[config.mk]
export PLATFORM = sky130hd
export DESIGN_NAME = pwm_duty_cycle_capture_core_flat
export DESIGN_NICKNAME = d
export VERILOG_FILES = /design/src/pdcc_pkg.sv /design/src/pdcc_if.sv /design/src/pwm_duty_cycle_capture_core.sv /design/src/pdcc_ctrl.sv /design/src/pdcc_dp.sv /design/src/flat_wrapper.sv
export SDC_FILE = /design/constraint.sdc
export NUM_CORES = 1
export LEC_CHECK = 0
export ABC_AREA = 1
export BUFFER_PORTS_ARGS = -buffer_cell sky130_fd_sc_hd__clkbuf_2
export CAP_MARGIN = 30
export CORE_ASPECT_RATIO = 1.4
export CORE_MARGIN = 4
export CORE_UTILIZATION = 45
export CTS_BUF_LIST = sky130_fd_sc_hd__clkbuf_2 sky130_fd_sc_hd__clkbuf_4 sky130_fd_sc_hd__clkbuf_8
export DETAILED_ROUTE_END_ITERATION = 10
export PLACE_DENSITY = 0.64
export SETUP_SLACK_MARGIN = 0.4
export SYNTH_ARGS = -nofsm -noshare
export SYNTH_HDL_FRONTEND = slang
export SYNTH_SLANG_ARGS = --single-unit
[constraint.sdc]
create_clock -name clk -period 7.45 [get_ports clk]
set_input_delay 0.3725 -clock clk [delete_from_list [all_inputs] [get_ports clk]]
set_output_delay 0.3725 -clock clk [all_outputs]
set_load 0.01 [all_outputs]
[src/pdcc_pkg.sv]
`timescale 1ns / 1ps
// ----------------------------------------------------------------------------
// pdcc_pkg
// shared widths, command/status bundles and controller states for the
// pwm duty-cycle capture block
// ----------------------------------------------------------------------------
package pdcc_pkg;

  localparam int TIME_WIDTH = 32;
  localparam int FRAC_BITS  = 16;
  localparam int DUTY_WIDTH = FRAC_BITS + 1;
  localparam int REG_WIDTH  = 32;
  localparam int ADDR_WIDTH = 3;
  localparam int STEP_W     = $clog2(FRAC_BITS);

  localparam logic [STEP_W-1:0]     STEP_LAST = STEP_W'(FRAC_BITS - 1);
  localparam logic [DUTY_WIDTH-1:0] DUTY_ONE  = DUTY_WIDTH'(1) << FRAC_BITS;

  localparam logic REG_MIN_PERIOD = 1'b0;
  localparam logic REG_MAX_PERIOD = 1'b1;

  typedef enum logic [3:0] {
    S_IDLE = 4'b0001,
    S_EVAL = 4'b0010,
    S_DIV  = 4'b0100,
    S_LOAD = 4'b1000
  } state_t;

  typedef struct packed {
    logic capture;
    logic eval;
    logic step;
    logic load;
  } cmd_t;

  typedef struct packed {
    logic rising;
    logic window_ok;
    logic clamp;
    logic out_free;
  } status_t;

endpackage

[src/pdcc_if.sv]
`timescale 1ns / 1ps
// ----------------------------------------------------------------------------
// pdcc_if
// valid/ready channels for edge events and duty readings
// ----------------------------------------------------------------------------
interface pdcc_edge_if;
  logic                           valid;
  logic                           ready;
  logic [pdcc_pkg::TIME_WIDTH-1:0] edge_time;
  logic                           edge_level;

  modport source (output valid, output edge_time, output edge_level, input ready);
  modport sink (input valid, input edge_time, input edge_level, output ready);
endinterface

interface pdcc_duty_if;
  logic                            valid;
  logic                            ready;
  logic [pdcc_pkg::DUTY_WIDTH-1:0] duty_fraction;
  logic [pdcc_pkg::TIME_WIDTH-1:0] sample_time;

  modport source (output valid, output duty_fraction, output sample_time, input ready);
  modport sink (input valid, input duty_fraction, input sample_time, output ready);
endinterface

[src/pwm_duty_cycle_capture_core.sv]
`timescale 1ns / 1ps
// ----------------------------------------------------------------------------
// pwm_duty_cycle_capture_core
// pwm input capture: duty cycle from edge timestamps, apb window registers
// ----------------------------------------------------------------------------
// A rising edge beat is accepted and evaluated. A falling edge beat that is
// dropped is accepted and evaluated; one that yields a reading is accepted,
// evaluated, taken through 16 divide steps and loaded, the restoring divider
// producing one fraction bit per cycle; a reading at or above 1.0 skips
// the divider and goes straight to load. The finished reading sits in an output
// register, so the next edge is taken while it waits; a further reading is
// held in the divider until the output register is free.
// Registers: 0x0 min_period_ticks (reset 0), 0x4 max_period_ticks
// (reset 0xffffffff). Write them only while the block is idle.
// ----------------------------------------------------------------------------
module pwm_duty_cycle_capture_core (
  input  logic                            clk,
  input  logic                            rst,
  pdcc_edge_if.sink                       edge_in,
  pdcc_duty_if.source                     duty_out,
  input  logic                            psel,
  input  logic                            penable,
  input  logic                            pwrite,
  input  logic [pdcc_pkg::ADDR_WIDTH-1:0] paddr,
  input  logic [pdcc_pkg::REG_WIDTH-1:0]  pwdata,
  output logic [pdcc_pkg::REG_WIDTH-1:0]  prdata,
  output logic                            pready
);

  pdcc_pkg::cmd_t                 cmd;
  pdcc_pkg::status_t              status;
  logic                           in_ready;
  logic                           wr_en;
  logic                           reg_sel;
  logic [pdcc_pkg::REG_WIDTH-1:0] min_period_ticks;
  logic [pdcc_pkg::REG_WIDTH-1:0] max_period_ticks;

  assign pready  = 1'b1;
  assign reg_sel = paddr[2];
  assign wr_en   = psel && penable && pwrite && pready;
  assign prdata  = (reg_sel == pdcc_pkg::REG_MAX_PERIOD) ? max_period_ticks
                                                          : min_period_ticks;

  always_ff @(posedge clk) begin
    if (rst) begin
      min_period_ticks <= '0;
      max_period_ticks <= '1;
    end else if (wr_en) begin
      case (reg_sel)
        pdcc_pkg::REG_MIN_PERIOD: min_period_ticks <= pwdata;
        pdcc_pkg::REG_MAX_PERIOD: max_period_ticks <= pwdata;
        default: begin
          min_period_ticks <= min_period_ticks;
        end
      endcase
    end
  end

  assign edge_in.ready = in_ready;

  pdcc_ctrl u_ctrl (
    .clk      (clk),
    .rst      (rst),
    .in_valid (edge_in.valid),
    .in_ready (in_ready),
    .status   (status),
    .cmd      (cmd)
  );

  pdcc_dp u_dp (
    .clk              (clk),
    .rst              (rst),
    .cmd              (cmd),
    .status           (status),
    .edge_time        (edge_in.edge_time),
    .edge_level       (edge_in.edge_level),
    .min_period_ticks (min_period_ticks),
    .max_period_ticks (max_period_ticks),
    .out_valid        (duty_out.valid),
    .out_ready        (duty_out.ready),
    .duty_fraction    (duty_out.duty_fraction),
    .sample_time      (duty_out.sample_time)
  );

endmodule

[src/pdcc_ctrl.sv]
`timescale 1ns / 1ps
// ----------------------------------------------------------------------------
// pdcc_ctrl
// sequencer: accept an edge, evaluate it, run the divider, load the result
// ----------------------------------------------------------------------------
module pdcc_ctrl (
  input  logic              clk,
  input  logic              rst,
  input  logic              in_valid,
  output logic              in_ready,
  input  pdcc_pkg::status_t status,
  output pdcc_pkg::cmd_t    cmd
);

  pdcc_pkg::state_t                state;
  pdcc_pkg::state_t                state_next;
  logic [pdcc_pkg::STEP_W-1:0]     cnt;
  logic [pdcc_pkg::STEP_W-1:0]     cnt_next;

  always_comb begin
    state_next  = state;
    cnt_next    = cnt;
    in_ready    = 1'b0;
    cmd         = '0;
    case (state)
      pdcc_pkg::S_IDLE: begin
        in_ready    = 1'b1;
        cmd.capture = in_valid;
        if (in_valid) begin
          state_next = pdcc_pkg::S_EVAL;
        end
      end
      pdcc_pkg::S_EVAL: begin
        cmd.eval = 1'b1;
        cnt_next = '0;
        if (status.rising || !status.window_ok) begin
          state_next = pdcc_pkg::S_IDLE;
        end else if (status.clamp) begin
          state_next = pdcc_pkg::S_LOAD;
        end else begin
          state_next = pdcc_pkg::S_DIV;
        end
      end
      pdcc_pkg::S_DIV: begin
        cmd.step = 1'b1;
        cnt_next = cnt + 1'b1;
        if (cnt == pdcc_pkg::STEP_LAST) begin
          state_next = pdcc_pkg::S_LOAD;
        end
      end
      pdcc_pkg::S_LOAD: begin
        if (status.out_free) begin
          cmd.load   = 1'b1;
          state_next = pdcc_pkg::S_IDLE;
        end
      end
      default: begin
        state_next = pdcc_pkg::S_IDLE;
      end
    endcase
  end

  always_ff @(posedge clk) begin
    if (rst) begin
      state <= pdcc_pkg::S_IDLE;
      cnt   <= '0;
    end else begin
      state <= state_next;
      cnt   <= cnt_next;
    end
  end

  a_load_needs_slot: assert property (@(posedge clk) disable iff (rst)
    cmd.load |-> status.out_free)
    else $error("result loaded into occupied output slot");

  a_div_length: assert property (@(posedge clk) disable iff (rst)
    (state == pdcc_pkg::S_DIV && cnt == pdcc_pkg::STEP_LAST) |=> state == pdcc_pkg::S_LOAD)
    else $error("divider did not hand over after last step");

  a_capture_eval: assert property (@(posedge clk) disable iff (rst)
    cmd.capture |=> (state == pdcc_pkg::S_EVAL && !in_ready))
    else $error("captured edge not evaluated next cycle");

endmodule

[src/pdcc_dp.sv]
`timescale 1ns / 1ps
// ----------------------------------------------------------------------------
// pdcc_dp
// timing state, window check, bit-serial fraction divider and output slot
// ----------------------------------------------------------------------------
module pdcc_dp (
  input  logic                            clk,
  input  logic                            rst,
  input  pdcc_pkg::cmd_t                  cmd,
  output pdcc_pkg::status_t               status,
  input  logic [pdcc_pkg::TIME_WIDTH-1:0] edge_time,
  input  logic                            edge_level,
  input  logic [pdcc_pkg::REG_WIDTH-1:0]  min_period_ticks,
  input  logic [pdcc_pkg::REG_WIDTH-1:0]  max_period_ticks,
  output logic                            out_valid,
  input  logic                            out_ready,
  output logic [pdcc_pkg::DUTY_WIDTH-1:0] duty_fraction,
  output logic [pdcc_pkg::TIME_WIDTH-1:0] sample_time
);

  logic [pdcc_pkg::TIME_WIDTH-1:0] ev_time;
  logic                            ev_level;
  logic                            seen_rising;
  logic [pdcc_pkg::TIME_WIDTH-1:0] period_start;
  logic [pdcc_pkg::TIME_WIDTH-1:0] pulse_start;
  logic [pdcc_pkg::TIME_WIDTH-1:0] last_period;
  logic [pdcc_pkg::TIME_WIDTH-1:0] rem;
  logic [pdcc_pkg::DUTY_WIDTH-1:0] quo;
  logic [pdcc_pkg::TIME_WIDTH-1:0] width;
  logic [pdcc_pkg::TIME_WIDTH:0]   trial;
  logic                            trial_ge;
  logic                            period_in_window;

  assign width = ev_time - pulse_start;
  assign trial = {rem, 1'b0};
  assign trial_ge = trial >= {1'b0, last_period};

  assign period_in_window = (last_period != '0)
                         && ({{(pdcc_pkg::REG_WIDTH){1'b0}}, last_period}
                             >= {{(pdcc_pkg::TIME_WIDTH){1'b0}}, min_period_ticks})
                         && ({{(pdcc_pkg::REG_WIDTH){1'b0}}, last_period}
                             <= {{(pdcc_pkg::TIME_WIDTH){1'b0}}, max_period_ticks});

  always_comb begin
    status.rising    = ev_level;
    status.window_ok = seen_rising && period_in_window;
    status.clamp     = width >= last_period;
    status.out_free  = !out_valid || out_ready;
  end

  always_ff @(posedge clk) begin
    if (cmd.capture) begin
      ev_time  <= edge_time;
      ev_level <= edge_level;
    end
  end

  always_ff @(posedge clk) begin
    if (rst) begin
      seen_rising  <= 1'b0;
      period_start <= '0;
      pulse_start  <= '0;
      last_period  <= '0;
    end else if (cmd.eval && ev_level) begin
      if (seen_rising) begin
        last_period <= ev_time - period_start;
      end
      seen_rising  <= 1'b1;
      period_start <= ev_time;
      pulse_start  <= ev_time;
    end
  end

  // restoring division, one quotient bit per cycle
  always_ff @(posedge clk) begin
    if (cmd.eval) begin
      rem <= width;
      quo <= status.clamp ? pdcc_pkg::DUTY_ONE : '0;
    end else if (cmd.step) begin
      if (trial_ge) begin
        rem <= pdcc_pkg::TIME_WIDTH'(trial - {1'b0, last_period});
        quo <= {quo[pdcc_pkg::DUTY_WIDTH-2:0], 1'b1};
      end else begin
        rem <= trial[pdcc_pkg::TIME_WIDTH-1:0];
        quo <= {quo[pdcc_pkg::DUTY_WIDTH-2:0], 1'b0};
      end
    end
  end

  always_ff @(posedge clk) begin
    if (rst) begin
      out_valid <= 1'b0;
    end else if (cmd.load) begin
      out_valid <= 1'b1;
    end else if (out_ready) begin
      out_valid <= 1'b0;
    end
  end

  always_ff @(posedge clk) begin
    if (cmd.load) begin
      duty_fraction <= quo;
      sample_time   <= ev_time;
    end
  end

endmodule

[src/flat_wrapper.sv]
// flat-port wrapper written by rule: the top's interface ports become plain ports
module pwm_duty_cycle_capture_core_flat 
  (clk, rst, psel, penable, pwrite, paddr, pwdata, prdata, pready, edge_in_valid, edge_in_edge_time, edge_in_edge_level, edge_in_ready, duty_out_valid, duty_out_duty_fraction, duty_out_sample_time, duty_out_ready);
  pdcc_edge_if edge_in_i ();
  pdcc_duty_if duty_out_i ();
  input  logic clk;
  input  logic rst;
  input  logic psel;
  input  logic penable;
  input  logic pwrite;
  input  logic [pdcc_pkg::ADDR_WIDTH-1:0] paddr;
  input  logic [pdcc_pkg::REG_WIDTH-1:0] pwdata;
  output logic [pdcc_pkg::REG_WIDTH-1:0] prdata;
  output logic pready;
  input wire logic [$bits(edge_in_i.valid)-1:0] edge_in_valid;
  input wire logic [$bits(edge_in_i.edge_time)-1:0] edge_in_edge_time;
  input wire logic [$bits(edge_in_i.edge_level)-1:0] edge_in_edge_level;
  output wire logic [$bits(edge_in_i.ready)-1:0] edge_in_ready;
  output wire logic [$bits(duty_out_i.valid)-1:0] duty_out_valid;
  output wire logic [$bits(duty_out_i.duty_fraction)-1:0] duty_out_duty_fraction;
  output wire logic [$bits(duty_out_i.sample_time)-1:0] duty_out_sample_time;
  input wire logic [$bits(duty_out_i.ready)-1:0] duty_out_ready;
  assign edge_in_i.valid = edge_in_valid;
  assign edge_in_i.edge_time = edge_in_edge_time;
  assign edge_in_i.edge_level = edge_in_edge_level;
  assign edge_in_ready = edge_in_i.ready;
  assign duty_out_valid = duty_out_i.valid;
  assign duty_out_duty_fraction = duty_out_i.duty_fraction;
  assign duty_out_sample_time = duty_out_i.sample_time;
  assign duty_out_i.ready = duty_out_ready;
  pwm_duty_cycle_capture_core u_core (.clk(clk), .rst(rst), .edge_in(edge_in_i), .duty_out(duty_out_i), .psel(psel), .penable(penable), .pwrite(pwrite), .paddr(paddr), .pwdata(pwdata), .prdata(prdata), .pready(pready));
endmodule
## Word level (Yosys, flattened, before mapping)

Index checks and enable logic that the tools add are counted.

| word-level totals | value |
|---|---|
| register bits after elaboration | 269 |
| bits of input ports | 75 |
| output and inout port bits | 84 |
| logic and storage cells | 71 |

| operators by class | value |
|---|---|
| add/sub/neg operators | 3 |
| magnitude comparators | 4 |
| equality and inequality tests | 8 |
| mux-type cells | 23 |
| bitwise gates (word level) | 1 |
| reduce and logical (&&, ||, !) cells | 18 |

Operator list:

| kind | count |
|---|---|
| 32-bit two-way mux | 4 |
| 32-bit greater-or-equal comparator | 2 |
| 32-bit subtractor | 2 |
| 17-bit two-way mux | 3 |
| 33-bit by 32-bit greater-or-equal comparator with 1-bit output | 1 |
| 32-bit less-or-equal comparator | 1 |
| 32-bit nonzero test | 1 |
| 4-bit two-way mux | 5 |
| 4-bit case mux with 4 select lines | 1 |
| 1-bit two-way mux | 9 |
| 4-bit equality test (second input constant) | 2 |
| 4-bit case mux with 2 select lines | 1 |
| 1-bit logical AND | 6 |
| 2-bit AND reduction | 3 |
| 2-bit nonzero test | 3 |
| 4-bit by 1-bit adder with 4-bit output (second input constant) | 1 |
| 4-bit by 1-bit equality test with 1-bit output (second input constant) | 1 |
| 4-bit by 2-bit equality test with 1-bit output (second input constant) | 1 |
| 4-bit by 3-bit equality test with 1-bit output (second input constant) | 1 |
| 2-bit != test (second input constant) | 2 |
| 3-bit AND reduction | 1 |
| 1-bit zero test | 2 |
| 1-bit logical OR | 2 |
| 2-bit by 1-bit != test with 1-bit output (second input constant) | 1 |
| 1-bit inverter | 1 |

## Logic depth before layout (Yosys ltp)

| depth | value |
|---|---|
| word-level depth | 8 |
| depth in mapped cells | 28 |
| mapped depth without buffers | 28 |

## Modules after synthesis

Synthesis repeated with hierarchy kept, for this count alone.

| second synthesis, totals | value |
|---|---|
| cells, all modules | 2497 |
| area, all modules | 18172.4 µm² |

Modules (own cells, without submodules):

| module | instances | cells an instance | area each (µm²) | sequential area each (µm²) |
|---|---|---|---|---|
| pdcc_dp | 1 | 1965 | 14473.9 | 5255.0 |
| pwm_duty_cycle_capture_core | 1 | 456 | 3194.3 | 1281.2 |
| pdcc_ctrl | 1 | 76 | 504.2 | 160.2 |

## Least setup slack after synthesis

OpenSTA, ideal clock, no wires.

| timing | value |
|---|---|
| kind | reg-to-reg |
| from | register u_core.u_dp.ev_time[0] (netlist bit) |
| to | register u_core.u_ctrl.state[3] |
| setup time | 0.071 ns |
| data arrival time | 3.171 ns |
| data required time | 7.379 ns |
| slack | 4.208 ns |
| stages on the path, launching flop included | 28 |
| path buffers | 0 |
| period minus slack after synthesis | 3.242 ns |
| path through | edfxtp_1 -> inv_1 -> ha_1 -> inv_1 -> fa_1 -> nand2_1 -> inv_1 -> nand2_1 -> nand2_1 -> a21oi_1 -> inv_1 -> a21oi_1 -> inv_1 -> nand3b_1 -> nand2_1 -> nand2_1 -> nand2_1 -> ha_1 -> nand2_1 -> nor2_1 -> nand2_1 -> nor2_1 -> nand2_1 -> nand3_1 -> nand2_1 -> o21bai_1 -> nand2_1 -> a21oi_1 |

| between the ends | value |
|---|---|
| longest elaborated chain between the ends | 5 |

Ends and longest elaborated chain:

| element | RTL line | text |
|---|---|---|
| start: declaration | pdcc_dp.sv:21 | `logic [pdcc_pkg::TIME_WIDTH-1:0] ev_time;` |
| start signal: assignment | pdcc_dp.sv:53 | `ev_time <= edge_time;` |
| 32-bit subtractor | pdcc_dp.sv:34 | `assign width = ev_time - pulse_start;` |
| named net u_core.u_dp.width (one bit) | pdcc_dp.sv:29 | `logic [pdcc_pkg::TIME_WIDTH-1:0] width;` |
| 32-bit greater-or-equal comparator | pdcc_dp.sv:47 | `status.clamp = width >= last_period;` |
| 4-bit two-way mux | pdcc_ctrl.sv:38 | `end else if (status.clamp) begin` |
| 4-bit two-way mux | pdcc_ctrl.sv:36 | `if (status.rising \|\| !status.window_ok) begin` |
| 4-bit case mux with 4 select lines | pdcc_ctrl.sv:25 | `case (state)` |
| end signal: assignment | pdcc_ctrl.sv:65 | `state <= pdcc_pkg::S_IDLE;` |
| end signal: assignment | pdcc_ctrl.sv:68 | `state <= state_next;` |
| end: declaration | pdcc_ctrl.sv:15 | `pdcc_pkg::state_t state;` |

The timed path passes the listed nets, and every way through them passes these cells.
A chain may end at the register's enable or synchronous reset.

## Final worst setup path

Same ends and word-level chain as after synthesis.

==> key figures <==
Outcome
  – Status: complete, no violations

Detailed routing
  – Drt wl/cell: 16.02 um
  – WL final: 43,790 um
  – Final ANT Viol Nets: 0
  – Iteration-0 DRC Markers: 827
  – DRC viols: 0
  – Router iterations before antenna repair: 5
  – Via density: 5.224
  – Total number of vias: 14,280

Timing
  – RSZ-0062 raised after global routing: false
  – Setup Skew: 0.03176 ns
  – Slew @ Worst Pin: 0.9730 ns
  – Setup TNS: 0 ns
  – Final Cycle Share: 55.22%
  – Final setup vio count: 0
  – F_max: 0.2431 GHz
  – Hold Slack: 0.02536 ns
  – Hold Vio Cnt, Final: 0
  – Max-slew violation count: 0
  – Period minus WS final: 4.114 ns
  – Rel. slew slack: 35.13%

Placement
  – Number of port buffers: 155
  – Routability cong.: 0.9838
  – Post-DP HPWL: 32,400 um

Floorplan
  – Starting Density: 45.91%
  – Die area: 39,120 um^2
  – Die height: 232.4 um
  – Placeable Area: 35,270 um^2
  – Die W: 168.3 um
  – # IOs: 159
  – FP Rows: 81

Yosys
  – Synthesized instance count: 2,047
  – Top cell type's share of synthesized area: 24.29%
  – Yosys warnings: 0
  – EDFF count, synth: 131
  – Register area share after synthesis: 41.36%
  – Area leader, netlist: edfxtp_1
  – Synth Register Bits: 269
  – Mapped Nets: 2,284
  – Prevailing post-synth register cell: dfxtp_1
  – Async S/R FF share, synth: 0%
  – Syn Area/Cell: 7.910 um^2
  – Synth area leaders: edfxtp_1 24%, dfxtp_1 17%, ha_1 12%
  – Synthesized area: 16,190 um^2
  – Library cells used by synthesis: 46

Global routing
  – Congestion Overflow GR: 0
  – Largest net degree at the start of global routing: 69
  – Global Route Usage Sum: 21.98%
  – Initial antenna violation count: 0
  – Vias in the first global route: 14,120
  – First-pass GRT wire length: 69,780 um

Layout
  – Diode count: 0
  – Util after Layout: 53.23%
  – Layout fillers: 3,435
  – Proportion of layout cells with a drive suffix above 1: 11.51%
  – Area grow syn2layout: 15.94%
  – Layout Nets: 2,477

Power
  – Power Dens Cells: 192.6 nW/um^2
  – Peak VDD IR: 0.1597 mV
  – Lkg Pwr: 0.008750 uW

Flow run
  – Max-cap viol count: 0

Clocking
  – CTS Sinks: 269
  – TritonCTS clock tree: yes
  – Clk pin slew, worst setup/hold paths: 0.06 ns
  – Clock Path Buffers: 3
  – Num CTS Buffers: 46
  – Clk Latency, worst-skew pair: 0.59 ns
  – Clock root buffer: clkbuf_8
  – Post_cts resized: 0
  – H-tree depth: 2

Critical path
  – CP endpoint kind: flop
  – Worst path arrival time: 4.52 ns
  – Critical path class: reg -> reg
  – Critical-path maximum fanout: 3
  – CP startpoint kind: flop
  – Worst path required time: 7.86 ns

Worst hold path
  – Hold Path Class: in -> reg
cell type report:
type / count / area, um^2 / area share (%)
tap: 456 / 570.5 / 3.039
clock buffer: 66 / 814.5 / 4.339
clock inverter: 19 / 187.7 / 0.9997
inverter: 302 / 1136 / 6.052
multi-input combinational: 1415 / 8102 / 43.16
timing repair buffer: 206 / 1266 / 6.745
sequential: 269 / 6696 / 35.67
layer usage:
layer	global-route usage [%]	up-vias	part of all wire [%]
li1	-	7244	-
met1	26.32	6584	42
met2	39.74	352	50
met3	2.906	97	4.2
met4	8.729	0	3.9
met5	0	-	0
where the power goes:
group	total, uW	leakage (uW)	internal, uW	switching (uW)
Combinational	536	0.00591	193	344
Clock	1460	0.000528	843	619
Sequential	1620	0.00231	1600	22.2
critical path, cell delays in order, from the launching register on:
cell and delay (ns):
edfxtp_1 0.38, inv_1 0.12, ha_1 0.16, inv_1 0.06
fa_1 0.39, nand2_1 0.07, inv_1 0.05, nand2_1 0.05
nand2_1 0.09, a21oi_1 0.32, inv_1 0.10, a21oi_1 0.34
xor2_1 0.39, ha_1 0.31, nand2_1 0.08, o21ai_0 0.09
a21oi_1 0.24, nand2_1 0.13, nand2_1 0.08, nand3_1 0.14
nand2_1 0.13, o21bai_1 0.09, nand2_1 0.07, a21oi_1 0.05
path summary, 6_finish.rpt:
| path | slack, ns | start | to | cells past startpoint |
|---|---|---|---|---|
| max | 3.34 | u_core.u_dp.ev_time[0]$_DFFE_PP_ | u_core.u_ctrl.state[3]$_SDFFE_PP0P_ | 23 |
| min | 0.03 | pwdata[15] | u_core.max_period_ticks[15]$_SDFFE_PP1P_ | 3 |
| max reg2reg | 3.34 | u_core.u_dp.ev_time[0]$_DFFE_PP_ | u_core.u_ctrl.state[3]$_SDFFE_PP0P_ | 23 |
| min reg2reg | 0.42 | u_core.u_dp.quo[16]$_DFFE_PP_ | u_core.u_dp.duty_fraction[16]$_DFFE_PP_ | 0 |
cell usage after synthesis (2+ instances only):
cell type  count
inv_1        296
o21bai_1      15
o211ai_1       7
o21ai_0      209
nand2_1      398
nor2_2         2
clkbuf_1      47
o21a_1         7
edfxtp_1     131
ha_1         160
inv_2          4
dfxtp_1      138
o21ai_1       25
o221ai_1       2
buf_4          5
nor2_1       138
and3_1         4
nor4_1         3
nor3_1        11
a31oi_1        7
or2_1          8
buf_2          2
buf_6          4
or2_2          3
a211oi_1       5
nand3b_1       4
fa_1           2
nand4_1       24
xor2_1        30
a21o_1        17
a21oi_1      234
nand3_1       72
buf_1          3
a21boi_0       3
xnor2_1       16
cells in the final DEF, fill, tap and decap left out, drive strengths merged, types with 43 or more instances in the layout:
master       count
dlygate4sd3     43
nand3           72
inv            301
dfxtp          138
nor2           142
a21oi          235
ha             160
nand2          400
edfxtp         131
o21ai          235
clkbuf         221
repair_timing:
item,CTS,global route
buffers inserted,0,0
hold endpoints to repair,43,0
hold buffers,43,0
stage by stage:
stage | total power [uW] | instances | setup slack (ns) | cell area (um^2)
floorplan | 1997 | 2047 | 4.208 | 16190
global placement | 2151 | 2605 | 3.428 | 17340
detailed placement | 2164 | 2605 | 3.358 | 17340
CTS | 3653 | 2733 | 3.341 | 18770
global route | 3801 | 2733 | 2.925 | 18770
finish | 3615 | 2733 | 3.336 | 18770
sequential cells by signal (all words and copies together) (netlist names), 4 cells and up:
register / cells
u_core.min_period_ticks: 32
u_core.u_ctrl.cnt: 4
u_core.u_ctrl.state: 4
u_core.u_dp.quo: 17
u_core.max_period_ticks: 32
u_core.u_dp.rem: 32
u_core.u_dp.pulse_start: 32
u_core.u_dp.last_period: 32
u_core.u_dp.duty_fraction: 17
u_core.u_dp.sample_time: 32
u_core.u_dp.ev_time: 32
cells by family (layout without fill, tap and decap cells):
family                   after synthesis  in the layout  synth area share (%)
other                                  1              1               0.02316
buffers and inverters                363            593                 8.747
AO/OA/AOI/OAI                        533            533                 17.46
adder cells (fa/ha/maj)              162            162                 12.61
flip-flops                           269            269                 41.36
AND/OR/NAND/NOR                      673            673                 17.32
XOR/XNOR                              46             46                 2.488
No activity file was read; power rests on OpenSTA's default activity.
